$ cat src/rtl/rprs_pkg.sv
// Package for the reversing PWM ramp sequencer.
// Holds item codes, direction patterns, the ramp phase type and the state and result structs.
// No dependencies.
package rprs_pkg;

   localparam int DutyWidth = 8;
   localparam int CodeWidth = 3;
   localparam int PatWidth  = 4;

   localparam logic FUNC_CMD  = 1'b0;
   localparam logic FUNC_TICK = 1'b1;

   localparam logic [CodeWidth-1:0] CODE_STOP  = 3'd0;
   localparam logic [CodeWidth-1:0] CODE_FWD   = 3'd1;
   localparam logic [CodeWidth-1:0] CODE_BACK  = 3'd2;
   localparam logic [CodeWidth-1:0] CODE_LEFT  = 3'd3;
   localparam logic [CodeWidth-1:0] CODE_RIGHT = 3'd4;

   // Pin order in a pattern: bit 0 FL, bit 1 FR, bit 2 BL, bit 3 BR.
   localparam logic [PatWidth-1:0] PAT_FWD   = 4'h5;
   localparam logic [PatWidth-1:0] PAT_BACK  = 4'hA;
   localparam logic [PatWidth-1:0] PAT_LEFT  = 4'h0;
   localparam logic [PatWidth-1:0] PAT_RIGHT = 4'hF;

   typedef enum logic [2:0] {
      PH_IDLE = 3'b001,
      PH_RAMP = 3'b010,
      PH_DOWN = 3'b100
   } phase_type;

   typedef struct packed {
      logic [DutyWidth-1:0] duty_now;
      logic [DutyWidth-1:0] duty_goal;
      logic [PatWidth-1:0]  dir_pattern;
      logic [PatWidth-1:0]  pending_pattern;
      logic [CodeWidth-1:0] last_code;
      phase_type            phase;
   } ramp_state_type;

   typedef struct packed {
      logic [DutyWidth-1:0] duty_out;
      logic [PatWidth-1:0]  dir_pattern;
      logic                 busy_res;
      logic                 rejected;
   } ramp_result_type;

   localparam ramp_state_type RampStateReset = '{
      duty_now:        '0,
      duty_goal:       '0,
      dir_pattern:     '0,
      pending_pattern: '0,
      last_code:       '0,
      phase:           PH_IDLE
   };

endpackage

$ cat src/rtl/rprs_step.sv
// Next-state and result logic for one beat of the ramp sequencer.
// Depends on rprs_pkg for codes, patterns and the state and result structs.
module rprs_step
   import rprs_pkg::*;
(
   input  logic                 func,
   input  logic [DutyWidth-1:0] target_duty,
   input  logic [CodeWidth-1:0] motion_code,
   input  ramp_state_type       state_cur,
   output ramp_state_type       state_nxt,
   output ramp_result_type      result
);

   logic [PatWidth-1:0]  new_pat;
   logic [DutyWidth-1:0] new_goal;
   logic                 rej;
   logic [DutyWidth-1:0] stepped;

   always_comb begin
      case (motion_code)
         CODE_STOP:  new_pat = PAT_FWD;
         CODE_FWD:   new_pat = PAT_FWD;
         CODE_BACK:  new_pat = PAT_BACK;
         CODE_LEFT:  new_pat = PAT_LEFT;
         CODE_RIGHT: new_pat = PAT_RIGHT;
         default:    new_pat = state_cur.dir_pattern;
      endcase
   end

   assign new_goal = (motion_code == CODE_STOP) ? '0 : target_duty;

   always_comb begin
      if (state_cur.duty_now < state_cur.duty_goal) begin
         stepped = state_cur.duty_now + 1'b1;
      end else if (state_cur.duty_now > state_cur.duty_goal) begin
         stepped = state_cur.duty_now - 1'b1;
      end else begin
         stepped = state_cur.duty_now;
      end
   end

   always_comb begin
      state_nxt = state_cur;
      rej       = 1'b0;
      if (func == FUNC_CMD) begin
         if (state_cur.phase == PH_RAMP || state_cur.phase == PH_DOWN) begin
            rej = 1'b1;
         end else begin
            state_nxt.duty_goal = new_goal;
            state_nxt.last_code = motion_code;
            if (state_cur.last_code != CODE_STOP && state_cur.last_code != motion_code &&
                state_cur.duty_now != '0) begin
               state_nxt.pending_pattern = new_pat;
               state_nxt.phase           = PH_DOWN;
            end else begin
               state_nxt.dir_pattern = new_pat;
               state_nxt.phase = (state_cur.duty_now == new_goal) ? PH_IDLE : PH_RAMP;
            end
         end
      end else begin
         case (state_cur.phase)
            PH_RAMP: begin
               state_nxt.duty_now = stepped;
               state_nxt.phase = (stepped == state_cur.duty_goal) ? PH_IDLE : PH_RAMP;
            end
            PH_DOWN: begin
               if (state_cur.duty_now <= 8'd1) begin
                  state_nxt.duty_now    = '0;
                  state_nxt.dir_pattern = state_cur.pending_pattern;
                  state_nxt.phase = (state_cur.duty_goal == '0) ? PH_IDLE : PH_RAMP;
               end else begin
                  state_nxt.duty_now = state_cur.duty_now - 1'b1;
               end
            end
            default: begin
               state_nxt.phase = PH_IDLE;
            end
         endcase
      end
   end

   assign result.duty_out    = state_nxt.duty_now;
   assign result.dir_pattern = state_nxt.dir_pattern;
   assign result.busy_res    = (state_nxt.phase == PH_RAMP) || (state_nxt.phase == PH_DOWN);
   assign result.rejected    = rej;

endmodule

$ cat src/rtl/reversing_pwm_ramp_sequencer.sv
// Reversing PWM ramp sequencer, top level: an input register, the step logic and a result register.
// A beat passes from the input register through the step logic into the result register.
// One beat per cycle unless rsp_stall holds it; the ramp state feeds back through one register.
// Reset (synchronous, active high) empties both stages, sets duty 0, all pins low, phase idle.
// Depends on rprs_pkg and rprs_step.
module reversing_pwm_ramp_sequencer
   import rprs_pkg::*;
(
   input  logic                 clock,
   input  logic                 reset,
   input  logic                 req_valid,
   output logic                 req_stall,
   input  logic                 req_func,
   input  logic [DutyWidth-1:0] req_target_duty,
   input  logic [CodeWidth-1:0] req_motion_code,
   output logic                 rsp_valid,
   input  logic                 rsp_stall,
   output logic [DutyWidth-1:0] rsp_duty_out,
   output logic                 rsp_dir_front_left,
   output logic                 rsp_dir_front_right,
   output logic                 rsp_dir_back_left,
   output logic                 rsp_dir_back_right,
   output logic                 rsp_busy_res,
   output logic                 rsp_rejected
);

   logic                 in_valid_ff;
   logic                 func_ff;
   logic [DutyWidth-1:0] target_ff;
   logic [CodeWidth-1:0] code_ff;
   logic                 out_valid_ff;
   ramp_result_type      result_ff;
   ramp_state_type       state_ff;
   ramp_state_type       state_in;
   ramp_result_type      result_in;
   logic                 out_free;
   logic                 advance;

   assign out_free  = !out_valid_ff || !rsp_stall;
   assign advance   = in_valid_ff && out_free;
   assign req_stall = in_valid_ff && !out_free;

   rprs_step u_step (
      .func        (func_ff),
      .target_duty (target_ff),
      .motion_code (code_ff),
      .state_cur   (state_ff),
      .state_nxt   (state_in),
      .result      (result_in)
   );

   always_ff @(posedge clock) begin
      if (reset) begin
         in_valid_ff  <= 1'b0;
         out_valid_ff <= 1'b0;
         state_ff     <= RampStateReset;
      end else begin
         if (!req_stall) begin
            in_valid_ff <= req_valid;
         end
         if (out_free) begin
            out_valid_ff <= in_valid_ff;
         end
         if (advance) begin
            state_ff <= state_in;
         end
      end
   end

   always_ff @(posedge clock) begin
      if (req_valid && !req_stall) begin
         func_ff   <= req_func;
         target_ff <= req_target_duty;
         code_ff   <= req_motion_code;
      end
      if (advance) begin
         result_ff <= result_in;
      end
   end

   assign rsp_valid           = out_valid_ff;
   assign rsp_duty_out        = result_ff.duty_out;
   assign rsp_dir_front_left  = result_ff.dir_pattern[0];
   assign rsp_dir_front_right = result_ff.dir_pattern[1];
   assign rsp_dir_back_left   = result_ff.dir_pattern[2];
   assign rsp_dir_back_right  = result_ff.dir_pattern[3];
   assign rsp_busy_res        = result_ff.busy_res;
   assign rsp_rejected        = result_ff.rejected;

endmodule

$ cat config.mk
export PLATFORM = sky130hd
export DESIGN_NAME = reversing_pwm_ramp_sequencer
export DESIGN_NICKNAME = d
export VERILOG_FILES = /design/src/rtl/rprs_pkg.sv /design/src/rtl/rprs_step.sv /design/src/rtl/reversing_pwm_ramp_sequencer.sv
export SDC_FILE = /design/constraint.sdc
export NUM_CORES = 1
export LEC_CHECK = 0
export BUFFER_PORTS_ARGS = -buffer_cell sky130_fd_sc_hd__buf_2
export CAP_MARGIN = 15
export CORE_UTILIZATION = 60
export CTS_CLUSTER_DIAMETER = 200
export DETAILED_ROUTE_END_ITERATION = 6
export HOLD_SLACK_MARGIN = 0.06
export PLACE_DENSITY = 0.83
export SYNTH_ARGS = -nofsm -noshare
export SYNTH_HDL_FRONTEND = slang
export SYNTH_HIERARCHICAL = 1
export SYNTH_SLANG_ARGS = --single-unit
$ cat constraint.sdc
create_clock -name clock -period 3.94 [get_ports clock]
set_input_delay 0.197 -clock clock [delete_from_list [all_inputs] [get_ports clock]]
set_output_delay 0.197 -clock clock [all_outputs]
set_load 0.1 [all_outputs]
==> run metrics, run 1 <==
Skew-Pair Late Insertion Delay=0.34 ns; async set-reset flop share out of synthesis=0%; CTS tree=yes; Inst Count DP=568; GPL Wtd Cong=0.900; worst hold path startpoint=req_valid; vias in the first global route=3328; cells on worst reg2reg path=12; Post-CTS Setup Bufs=0; Min Hold Slack=0.111 ns; pins over their slew limit=0; antenna violations before repair=0; Worst-path clk slew=0.07 ns; Hold EP=in_valid_ff$_SDFFE_PP0N_; main area contributors after synthesis=edfxtp_1 (18%), dfxtp_1 (15%), mux2i_1 (9.6%); post-layout util=67.6%; post-synthesis instance area=4280 µm²; Max clock buf depth=2; WHS Path Cells=3; Ys Warns=6; Mapped Cells=476; DRC Markers=0; routed vias=3540; pwr/cell area=331 nW/µm²; synth cell count leaders=nand2b_1 (59), mux2i_1 (41), nand2_1 (35), o21ai_0 (35), dfxtp_1 (32); H-tree levels=3; Via-to-Cell Ratio=5.94; starting density of the core=62.7%; # diodes=0; maximum clock frequency=287 MHz; Post-DRT Antenna Nets=0; EDFF count, synth=26; Startpoint Class=register; compound-gate portion of the synthesized area=14.9%; Max VDD drop=0.256 mV; Root Buffer=clkbuf_8; crit-path max FO=13; Clock Power Share=35.2%; GRT Residual Overflow=0; dominant cell type by area after synthesis=edfxtp_1; met1 usage=35.1%; Syn Area/Cell=8.99 µm²; final WL=9.61 mm; hold crit path type=primary input to register; Post-Synth Adder-Cell Area=3.21%; nets=522; critical path class=register to register; CP required=4.16 ns; TritonCTS buffer count=9; GR Util met3=5.14%; die area=7480 µm²; clock sink total=58; first-pass GRT wire length=15.7 mm; Slew Limit Headroom=40.5%; main combinational cell family by area after synthesis=simple AND/OR/NAND/NOR gates; final hold vios=0; outcome=complete, no violations; P&R area growth vs syn=7.80%; setup TNS=0 ns; MaxCap Viol Count=0; switching share of power=30.5%; Top FF cell, synth=dfxtp_1; RSZ-0062 raised after global routing=no; Ports=32; First-pass DRT Iterations=5; Seq pwr share=44.4%; r2r endpoint=state_ff[1]$_SDFFE_PP0P_; busiest grt layer=met2; top cell type's share of synthesized area=18.2%; minimum clock period after layout=3.48 ns; arrival time at the worst endpoint=3.70 ns; HPWL Detailed=6.58 mm; 1st-iter DRT viols=314; Core Region=6830 µm²; overall power=1.53 mW; fraction of synthesized area in multiplexers=12.2%; Seq/Total Area, Yosys=33.2%; CP endpoint kind=register; syn_nets=503; standard-cell rows=30; reg-to-reg slack, setup=0.46 ns; crit share post-route=88.4%; all-layer global routing usage=27.3%; top-count cell post-synth=nand2b_1; Yosys cell types=66; met2 Use GR=44.9%; Final Skew=0.00976 ns; post-synthesis xor/xnor area fraction=4.82%; RR Startpoint=state_ff[25]$_SDFFE_PP0P_; number of non-filler instances in the completed layout=596; Gate power share=20.4%; IO Port Bufs=31; fraction of layout cells with a size suffix above 1=17.2%; internal power=1.06 mW; Filler Cell Count=575; Final Setup Violations=0; WL/cell=16.1 µm; Die Height=86.5 µm; LEAKAGE=1.80 nW; switching power=466 µW; largest net degree at the start of global routing=63; Simple-Gate Fraction of Synth Area=22.7%; worst slew pin tran=0.890 ns; Die X=86.5 µm; #FFs+latches synth=58
cells in the final DEF (no fill, tap or decap), types with 2 or more instances in the layout:
cell type      count
nand4_1            4
nand2b_1          59
o32ai_1            3
xor2_1             3
a31oi_1            5
a21oi_1           19
o21ai_0           34
clkinv_2           4
nor4_1             4
buf_4              9
nor2_1            27
o31ai_1            2
nand2_1           35
a22o_1             3
dlygate4sd3_1     12
clkbuf_8           9
o32a_1             2
or2_2              2
inv_1             18
ha_1              11
o211ai_1           4
a21o_1             4
edfxtp_1          26
and3_1             3
nand3_1           14
dfxtp_1           32
mux2i_1           41
o211ai_2           2
xnor2_1           18
nor3_1            10
mux2_2            10
nor2b_1            2
o22ai_1            3
or3_4              2
buf_2             31
final cells by class:
cell class	instances	area, µm²	area share, %
Inverter	18	67.6	1.46
Clock inverter	6	58.8	1.27
Multi-Input combinational cell	356	2480	53.7
Tap cell	96	120	2.60
Sequential cell	58	1420	30.8
Timing Repair Buffer	52	343	7.43
Clock buffer	10	128	2.76
worst max path at each step:
stage / from / end / slack, ns / cells past startpoint
floorplan: state_ff[19]$_SDFFE_PP0P_ / state_ff[1]$_SDFFE_PP0P_ / 1.10 / 13
global placement: state_ff[25]$_SDFFE_PP0P_ / state_ff[1]$_SDFFE_PP0P_ / 0.73 / 12
detailed placement: state_ff[25]$_SDFFE_PP0P_ / state_ff[1]$_SDFFE_PP0P_ / 0.60 / 12
CTS: state_ff[25]$_SDFFE_PP0P_ / state_ff[1]$_SDFFE_PP0P_ / 0.52 / 12
global route: state_ff[25]$_SDFFE_PP0P_ / state_ff[1]$_SDFFE_PP0P_ / 0.30 / 12
finish: state_ff[25]$_SDFFE_PP0P_ / state_ff[1]$_SDFFE_PP0P_ / 0.46 / 12
state kept, by name, summed over array words and instances (netlist names):
register,flops
rsp_rejected,1
rsp_busy_res,1
rsp_valid,1
rsp_dir_back_left,1
in_valid_ff,1
func_ff,1
rsp_dir_back_right,1
target_ff,8
rsp_duty_out,8
rsp_dir_front_right,1
code_ff,3
rsp_dir_front_left,1
state_ff,30
cells by family (layout without fill, tap and decap cells):
group,count (synthesis),after routing
DFF,58,58
muxes,51,51
buffers and inverters,62,86
xor gates and xnor gates,22,22
and+or+nand+nor,176,176
adders and majority gates,11,11
AOI/OAI and AO/OA,96,96
power by group through the flow:
stage / sequential (mW) / clock, mW / combinational, mW
detailed placement: 0.691 / 0 / 0.296
global route: 0.682 / 0.569 / 0.335
floorplan: 0.727 / 0 / 0.213
finish: 0.678 / 0.538 / 0.313
global placement: 0.689 / 0 / 0.291
CTS: 0.678 / 0.543 / 0.308
stage by stage:
step | cell area (µm²) | setup slack (ns)
after floorplan | 4280 | 1.10
after global placement | 4310 | 0.726
after detailed placement | 4310 | 0.595
after CTS | 4620 | 0.525
after global routing | 4620 | 0.296
final | 4620 | 0.459
worst max-delay path: stages (launching register included):
cell      delay (ns)
dfxtp_1         0.69
ha_1            0.38
a21oi_1         0.27
a21oi_2         0.14
nor2_1          0.31
buf_4           0.23
mux2i_1         0.40
mux2i_1         0.26
and4_4          0.25
and4b_1         0.20
o211ai_2        0.07
nand2b_1        0.08
mux2i_1         0.06
what timing repair did:
action | CTS | global route
hold buffers | 12 | 0
gates resized for setup | 0 | 0
endpoints found under the hold margin | 12 | 0
per-layer routing:
layer / wire length (µm) / vias up
met5: 0 / -
met4: 267 / 0
met3: 540 / 28
met2: 4470 / 135
met1: 4330 / 1668
li1: - / 1709
(Power assumes the default switching activity.)
==> run 2: changes to the inputs <==
--- a/config.mk
+++ b/config.mk
@@ -5,6 +5,7 @@
 export SDC_FILE = /design/constraint.sdc
 export NUM_CORES = 1
 export LEC_CHECK = 0
+export ABC_AREA = 1
 export BUFFER_PORTS_ARGS = -buffer_cell sky130_fd_sc_hd__buf_2
 export CAP_MARGIN = 15
 export CORE_UTILIZATION = 60
==> run 2 against run 1 <==
The run now ends with design-rule violations left. Die area down 4.9%. Combinational power is 73% higher. Register-to-register slack improved by 0.75 ns. Critical path depth is 10 higher. Design area down 5.6%. Wire length increased by 3.7%. Fmax is 27% higher. Via count is 4.6% higher. Clock skew shrank 0.0015 ns. Worst hold slack got worse by 0.013 ns. Non-clock buffer count is 6 lower. Critical path type unchanged.
==> run metrics, run 2 <==
outcome=finished, violations left (was complete, no violations); failing checks=design-rule violations; Worst Path Buf+Inv=4 (was 1); Worst-path clk slew=0.07 ns (about the same); pre-CTS WS=1.28 ns (was 0.595 ns); GRT Residual Overflow=0 (unchanged); antenna violations before repair=0 (unchanged); Die Height=84.3 µm (was 86.5 µm); hold crit path type=primary input to register (unchanged); multi-input logic area=2070 µm² (was 2480 µm²); First-pass DRT Iterations=7 (was 5); GPL Wtd Cong=0.950 (was 0.900); post-layout util=67.4% (was 67.6%); Root Buffer=clkbuf_8 (unchanged); TritonCTS buffer count=9 (unchanged); post-synthesis instance area=4070 µm² (was 4280 µm²); Syn Area/Cell=7.39 µm² (was 8.99 µm²); Top FF cell, synth=dfxtp_1 (unchanged); internal power=1.15 mW (was 1.06 mW); switching power=676 µW (was 466 µW); maximum clock frequency=366 MHz (was 287 MHz); Post-CTS Setup Bufs=0 (unchanged); minimum clock period after layout=2.73 ns (was 3.48 ns); clock sink total=58 (unchanged); top cell type's share of synthesized area=19.2% (was 18.2%); Seq. cell area=1420 µm² (about the same); commonest non-fill, non-tap cell in the layout=nand2_1 (was nand2b_1); starting density of the core=63.0% (was 62.7%); synth cell count leaders=nand2_1 (115), nand3_1 (71), inv_1 (64), nor2_1 (50) (was nand2b_1 (59), mux2i_1 (41), nand2_1 (35), o21ai_0 (35), dfxtp_1 (32)); WL/cell=15.3 µm (was 16.1 µm); Clock Power Share=31.0% (was 35.2%); final WL=9.96 mm (was 9.61 mm); largest net degree at the start of global routing=62 (was 63); Max clock buf depth=2 (unchanged); final hold vios=0 (unchanged); Ports=32 (unchanged); Largest Register=state_ff (unchanged); crit share post-route=69.3% (was 88.4%); all-layer global routing usage=29.2% (was 27.3%); IO Port Bufs=31 (unchanged); first-pass GRT wire length=16.2 mm (was 15.7 mm); Seq pwr share=39.4% (was 44.4%); top-count cell post-synth=nand2_1 (was nand2b_1); Filler Cell Count=556 (was 575); pwr/cell area=419 nW/µm² (was 331 nW/µm²); Max VDD drop=0.252 mV (was 0.256 mV); delay-heaviest family, CP=simple AND/OR/NAND/NOR gates (unchanged); slowest stage cell, crit path=dfxtp_1 (unchanged); Gate power share=29.6% (was 20.4%); CP required=4.18 ns (was 4.16 ns); CP endpoint kind=register (unchanged); fraction of layout cells with a size suffix above 1=15.1% (was 17.2%); LEAKAGE=1.91 nW (was 1.80 nW); crit-path max FO=17 (was 13); worst hold path startpoint=req_valid (unchanged); standard-cell rows=29 (was 30); routed vias=3702 (was 3540); critical path class=register to register (unchanged); MaxCap Viol Count=0 (unchanged); Largest register FFs=30 (unchanged); switching share of power=37.0% (was 30.5%); Ys Warns=6 (unchanged); max incr delay on CP=0.57 ns (was 0.69 ns); Die X=84.3 µm (was 86.5 µm); main area contributors after synthesis=edfxtp_1 (19%), dfxtp_1 (16%), nand2_1 (11%) (was edfxtp_1 (18%), dfxtp_1 (15%), mux2i_1 (9.6%)); DRC Markers=2 (was 0); die area=7110 µm² (was 7480 µm²); fin area=4360 µm² (was 4620 µm²); Most common cell on crit path=nand2_1 (was mux2i_1); pins over their slew limit=0 (unchanged); arrival time at the worst endpoint=2.97 ns (was 3.70 ns); syn_nets=577 (was 503); Final Setup Violations=0 (unchanged); #FFs+latches synth=58 (unchanged); RR Startpoint=state_ff[22]$_SDFFE_PP0P_ (was state_ff[25]$_SDFFE_PP0P_); most frequent cells in the layout=nand2_1 (115), nand3_1 (71), inv_1 (64), nor2_1 (50), a21oi_1 (32) (was nand2b_1 (59), mux2i_1 (41), nand2_1 (35), o21ai_0 (34), dfxtp_1 (32)); setup TNS=0 ns (unchanged); nets=597 (was 522); dpl cell area=4020 µm² (was 4310 µm²); Final WS setup=1.21 ns (was 0.459 ns); Mapped Cells=550 (was 476); Post-DRT Antenna Nets=0 (unchanged); async set-reset flop share out of synthesis=0% (unchanged); Skew-Pair Late Insertion Delay=0.35 ns (was 0.34 ns); # diodes=0 (unchanged); HPWL Detailed=6.90 mm (was 6.58 mm); H-tree levels=3 (unchanged); Seq/Total Area, Yosys=35.0% (was 33.2%); P&R area growth vs syn=7.11% (was 7.80%); RSZ-0062 raised after global routing=no (unchanged); worst slew pin tran=1.05 ns (was 0.890 ns); Final Skew=0.00822 ns (was 0.00976 ns); dominant cell type by area after synthesis=edfxtp_1 (unchanged); vias in the first global route=3395 (was 3328); Via-to-Cell Ratio=5.68 (was 5.94); EDFF count, synth=26 (unchanged); Core Region=6460 µm² (was 6830 µm²); 1st-iter DRT viols=469 (was 314); crit-path cells=inv_2 > ha_1 > inv_1 > nand2_1 > nand2_1 > nand2_1 > nand2_1 > nand2_2 > nand2_4 > inv_2 > nand2_1 > nand3_1 > nand2_1 > nand3_1 > nor2_1 > nand3_1 > nand2_1 > nand2_2 > inv_1 > nand3_1 > nand2_1 > nor2_1 (was ha_1 > a21oi_1 > a21oi_2 > nor2_1 > buf_4 > mux2i_1 > mux2i_1 > and4_4 > and4b_1 > o211ai_2 > nand2b_1 > mux2i_1); Worst Setup SP=state_ff[22]$_SDFFE_PP0P_ (was state_ff[25]$_SDFFE_PP0P_); Startpoint Class=register (unchanged); CTS tree=yes (unchanged); Yosys cell types=37 (was 66); Slew Limit Headroom=30.0% (was 40.5%)
-- run 2: cell count changes in the layout (fill, tap and decap cells not counted), sizes merged, moves of 29 or more --
cell,previous run,this run
nand2,36,120
nand3,15,75
nand2b,59,0
inv,18,70
mux2i,41,0
nor2,28,57
-- run 2: path summary, 6_finish.rpt --
path | slack (ns) | depth (start not counted) | endpoint
max | 1.21 | 22 | state_ff[1]$_SDFFE_PP0P_
min | 0.1 | 3 | in_valid_ff$_SDFFE_PP0N_
max reg2reg | 1.21 | 22 | state_ff[1]$_SDFFE_PP0P_
min reg2reg | 0.49 | 2 | state_ff[1]$_SDFFE_PP0P_
-- run 2: cells by family after synthesis --
family,after synthesis,synth area share (%)
and+or+nand+nor,269,31.1
buffers and inverters,108,14.2
AOI/OAI and AO/OA,85,12.2
DFF,58,35.0
xor gates and xnor gates,19,4.09
adders and majority gates,11,3.38
-- run 2: layer usage --
layer,global-route usage (%),part of all wire (%)
met4,11.3,2.3
met2,46.9,46
met3,8.36,8.9
met1,37.2,43
met5,0,0
-- run 2: power by group through the flow --
stage | logic (mW) | clock network [mW] | registers, mW
4_1_cts | 0.530 | 0.576 | 0.718
3_3_place_gp | 0.521 | 0 | 0.731
5_1_grt | 0.590 | 0.605 | 0.725
2_1_floorplan | 0.393 | 0 | 0.779
3_5_place_dp | 0.517 | 0 | 0.732
6_report | 0.541 | 0.566 | 0.719
-- run 2: timing repair --
action                                 in CTS  in global routing
endpoints found under the hold margin      14                  0
resized for setup                           0                  0
hold buffers                               13                  0
-- run 2: metrics by stage --
stage	instances	hold slack [ns]	power [mW]
finish	652	0.0981	1.83
global route	652	0.0980	1.92
CTS	652	0.0876	1.82
detailed placement	623	0.375	1.25
global placement	623	0.373	1.25
floorplan	550	0.259	1.17
-- run 2: area by class of cell --
cell class                 instances  area share, %
timing repair buffer              46           6.89
tap                               77           2.21
clock buffer                      10           3.16
multi-input combinational        384           47.4
sequential                        58           32.7
inverter                          71           6.12
clock inverter                     6           1.52
-- run 2: worst min-delay path, delay by kind of cell --
family / cells / cell delay [ns]
AOI/OAI and AO/OA: 1 / 0.06
buffers and inverters: 2 / 0.15
==> run 3: changes to the inputs <==
==> constraint.sdc (replaced) <==
create_clock -name clock -period 2.7 [get_ports clock]
set_input_delay 0.135 -clock clock [delete_from_list [all_inputs] [get_ports clock]]
set_output_delay 0.135 -clock clock [all_outputs]
set_load 0.1 [all_outputs]
==> run 3 against run 2 <==
The flow still finishes with violations (design-rule violations). Wire length up 10%. Worst hold slack better by 0.076 ns. Die area unchanged. Fmax up 9.5%. First-iteration DRC count down 30%. Sequential cell count unchanged. Sequential share of layout area down 1.7 points. Global-route usage up 3.0 points. Register-to-register slack worse by 1.0 ns. Highest routed layer unchanged.
==> run metrics, run 3 (synthesis gave the netlist of run 2 again) <==
crit-path max FO=8 (was 17); Inst Count DP=643 (was 623); reg-to-reg slack, setup=0.20 ns (was 1.21 ns); maximum clock frequency=401 MHz (was 366 MHz); post-layout util=71.3% (was 67.4%); Filler Cell Count=530 (was 556); Largest register FFs=30 (unchanged); routed vias=3919 (was 3702); CP endpoint kind=register (unchanged); WHS Path Cells=3 (unchanged); standard-cell rows=29 (unchanged); Worst Setup SP=state_ff[19]$_SDFFE_PP0P_ (was state_ff[22]$_SDFFE_PP0P_); GPL Wtd Cong=0.988 (was 0.950); first-pass GRT wire length=17.6 mm (was 16.2 mm); fin area=4600 µm² (was 4360 µm²); Most common cell on crit path=nand3_1 (was nand2_1); final hold vios=0 (unchanged); crit-path cells=inv_1 > ha_1 > a21oi_2 > nor2_2 > nor2_4 > buf_12 > nand2_4 > nand3_1 > nand3_1 > nand2_1 > nand3_1 > nor2_1 > nand3_1 > nand2_1 > nand2_2 > inv_1 > nand3_1 > nand2_1 > nor2_1 (was inv_2 > ha_1 > inv_1 > nand2_1 > nand2_1 > nand2_1 > nand2_1 > nand2_2 > nand2_4 > inv_2 > nand2_1 > nand3_1 > nand2_1 > nand3_1 > nor2_1 > nand3_1 > nand2_1 > nand2_2 > inv_1 > nand3_1 > nand2_1 > nor2_1); 1st-iter DRT viols=328 (was 469); Ports=32 (unchanged); r2r endpoint=state_ff[1]$_SDFFE_PP0P_ (unchanged); Worst-path clk slew=0.07 ns (about the same); First-pass DRT Iterations=7 (unchanged); Max VDD drop=0.368 mV (was 0.252 mV); cells on worst reg2reg path=19 (was 22); hold crit path type=primary input to register (unchanged); minimum clock period after layout=2.50 ns (was 2.73 ns); Core Region=6460 µm² (unchanged); Final WS setup=0.204 ns (was 1.21 ns); most frequent cells in the layout=nand2_1 (114), nand3_1 (65), inv_1 (64), nor2_1 (49) (was nand2_1 (115), nand3_1 (71), inv_1 (64), nor2_1 (50), a21oi_1 (32)); failing checks=design-rule violations (unchanged); # diodes=0 (unchanged); GRT Residual Overflow=0 (unchanged); Final Setup Violations=0 (unchanged); outcome=finished, violations left (unchanged); Final Skew=0.0132 ns (was 0.00822 ns); Hold EP=in_valid_ff$_SDFFE_PP0N_ (unchanged); IO Port Bufs=31 (unchanged); TritonCTS buffer count=9 (unchanged); number of non-filler instances in the completed layout=677 (was 652); nets=622 (was 597); Root Buffer=clkbuf_8 (unchanged); Slew Limit Headroom=30.4% (was 30.0%); crit share post-route=92.4% (was 69.3%); Skew-Pair Late Insertion Delay=0.34 ns (was 0.35 ns); starting density of the core=63.0% (unchanged); MaxCap Viol Count=0 (unchanged); dpl cell area=4170 µm² (was 4020 µm²); critical path class=register to register (unchanged); worst slew pin tran=1.04 ns (was 1.05 ns); final WL=11.0 mm (was 9.96 mm); HPWL Detailed=7.57 mm (was 6.90 mm); Min Hold Slack=0.174 ns (was 0.0981 ns); die area=7110 µm² (unchanged); RR Startpoint=state_ff[19]$_SDFFE_PP0P_ (was state_ff[22]$_SDFFE_PP0P_); DRC Markers=2 (unchanged); commonest non-fill, non-tap cell in the layout=nand2_1 (unchanged); Startpoint Class=register (unchanged); slowest stage cell, crit path=dfxtp_1 (unchanged); arrival time at the worst endpoint=2.72 ns (was 2.97 ns); H-tree levels=3 (unchanged); Via-to-Cell Ratio=5.79 (was 5.68); all-layer global routing usage=32.1% (was 29.2%); CTS tree=yes (unchanged); worst hold path startpoint=rsp_stall (was req_valid); antenna violations before repair=0 (unchanged); pwr/cell area=582 nW/µm² (was 419 nW/µm²); Post-DRT Antenna Nets=0 (unchanged); pins over their slew limit=0 (unchanged); Largest Register=state_ff (unchanged); fraction of layout cells with a size suffix above 1=20.3% (was 15.1%); max incr delay on CP=0.34 ns (was 0.57 ns); WL/cell=16.2 µm (was 15.3 µm); CP required=2.93 ns (was 4.18 ns); Die Height=84.3 µm (unchanged); Die X=84.3 µm (unchanged); Max clock buf depth=2 (unchanged); pre-CTS WS=0.182 ns (was 1.28 ns); P&R area growth vs syn=13.2% (was 7.11%); clock sink total=58 (unchanged); vias in the first global route=3663 (was 3395); largest net degree at the start of global routing=61 (was 62); LEAKAGE=2.04 nW (was 1.91 nW)
## run 3: layout make-up
cell class | count | area [µm²] | share of cell area (%)
multi-input cells | 386 | 2150 | 46.7
well taps | 77 | 96.3 | 2.09
repair buffers | 69 | 488 | 10.6
clock buffers | 9 | 124 | 2.69
clock inverters | 7 | 45.0 | 0.978
inverters | 71 | 274 | 5.95
flip-flops and latches | 58 | 1430 | 31.0
## run 3: layer usage
| layer | share of wire, % | track usage, % | wire (µm) | vias to the layer above |
|---|---|---|---|---|
| li1 | - | - | - | 1897 |
| met1 | 43 | 41.2 | 4700 | 1773 |
| met2 | 47 | 53.1 | 5120 | 220 |
| met3 | 8.2 | 8.06 | 901 | 29 |
| met4 | 2.1 | 10.8 | 229 | 0 |
| met5 | 0 | 0 | 0 | - |
## run 3: worst max-delay path by stage
stage | to | slack (ns) | cells past startpoint
6_report | state_ff[1]$_SDFFE_PP0P_ | 0.20 | 19
5_1_grt | state_ff[1]$_SDFFE_PP0P_ | -0.03 | 19
4_1_cts | state_ff[1]$_SDFFE_PP0P_ | 0.14 | 19
3_5_place_dp | state_ff[1]$_SDFFE_PP0P_ | 0.18 | 19
3_3_place_gp | state_ff[1]$_SDFFE_PP0P_ | 0.19 | 19
2_1_floorplan | state_ff[1]$_SDFFE_PP0P_ | 0.54 | 18
## run 3: worst max-delay path: cells and delay by family, from the launching register on
kind                     cells  cell delay (ns)
AO/OA/AOI/OAI                1             0.18
AND/OR/NAND/NOR             14             1.30
buffers and inverters        3             0.26
adder cells (fa/ha/maj)      1             0.32
flip-flops                   1             0.34
## run 3: power breakdown
part           switching [mW]  internal, mW  leakage (nW)
Combinational           0.620         0.308          1.45
Clock                   0.394         0.329        0.0791
Sequential             0.0493         0.981         0.515
Total                    1.06          1.62          2.04
## run 3: through the flow
stage / TNS [ns] / total power, mW
final: 0 / 2.68
after CTS: 0 / 2.58
after detailed placement: 0 / 1.86
after floorplan: 0 / 1.71
after global routing: -0.0321 / 2.81
after global placement: 0 / 1.86
## run 3: what timing repair did
| item | 4_1_cts | 5_1_grt |
|---|---|---|
| setup endpoints to repair | 0 | 3 |
| hold endpoints to repair | 14 | 0 |
| setup buffers | 0 | 2 |
| gates resized for setup | 0 | 18 |
| hold buffers | 14 | 0 |
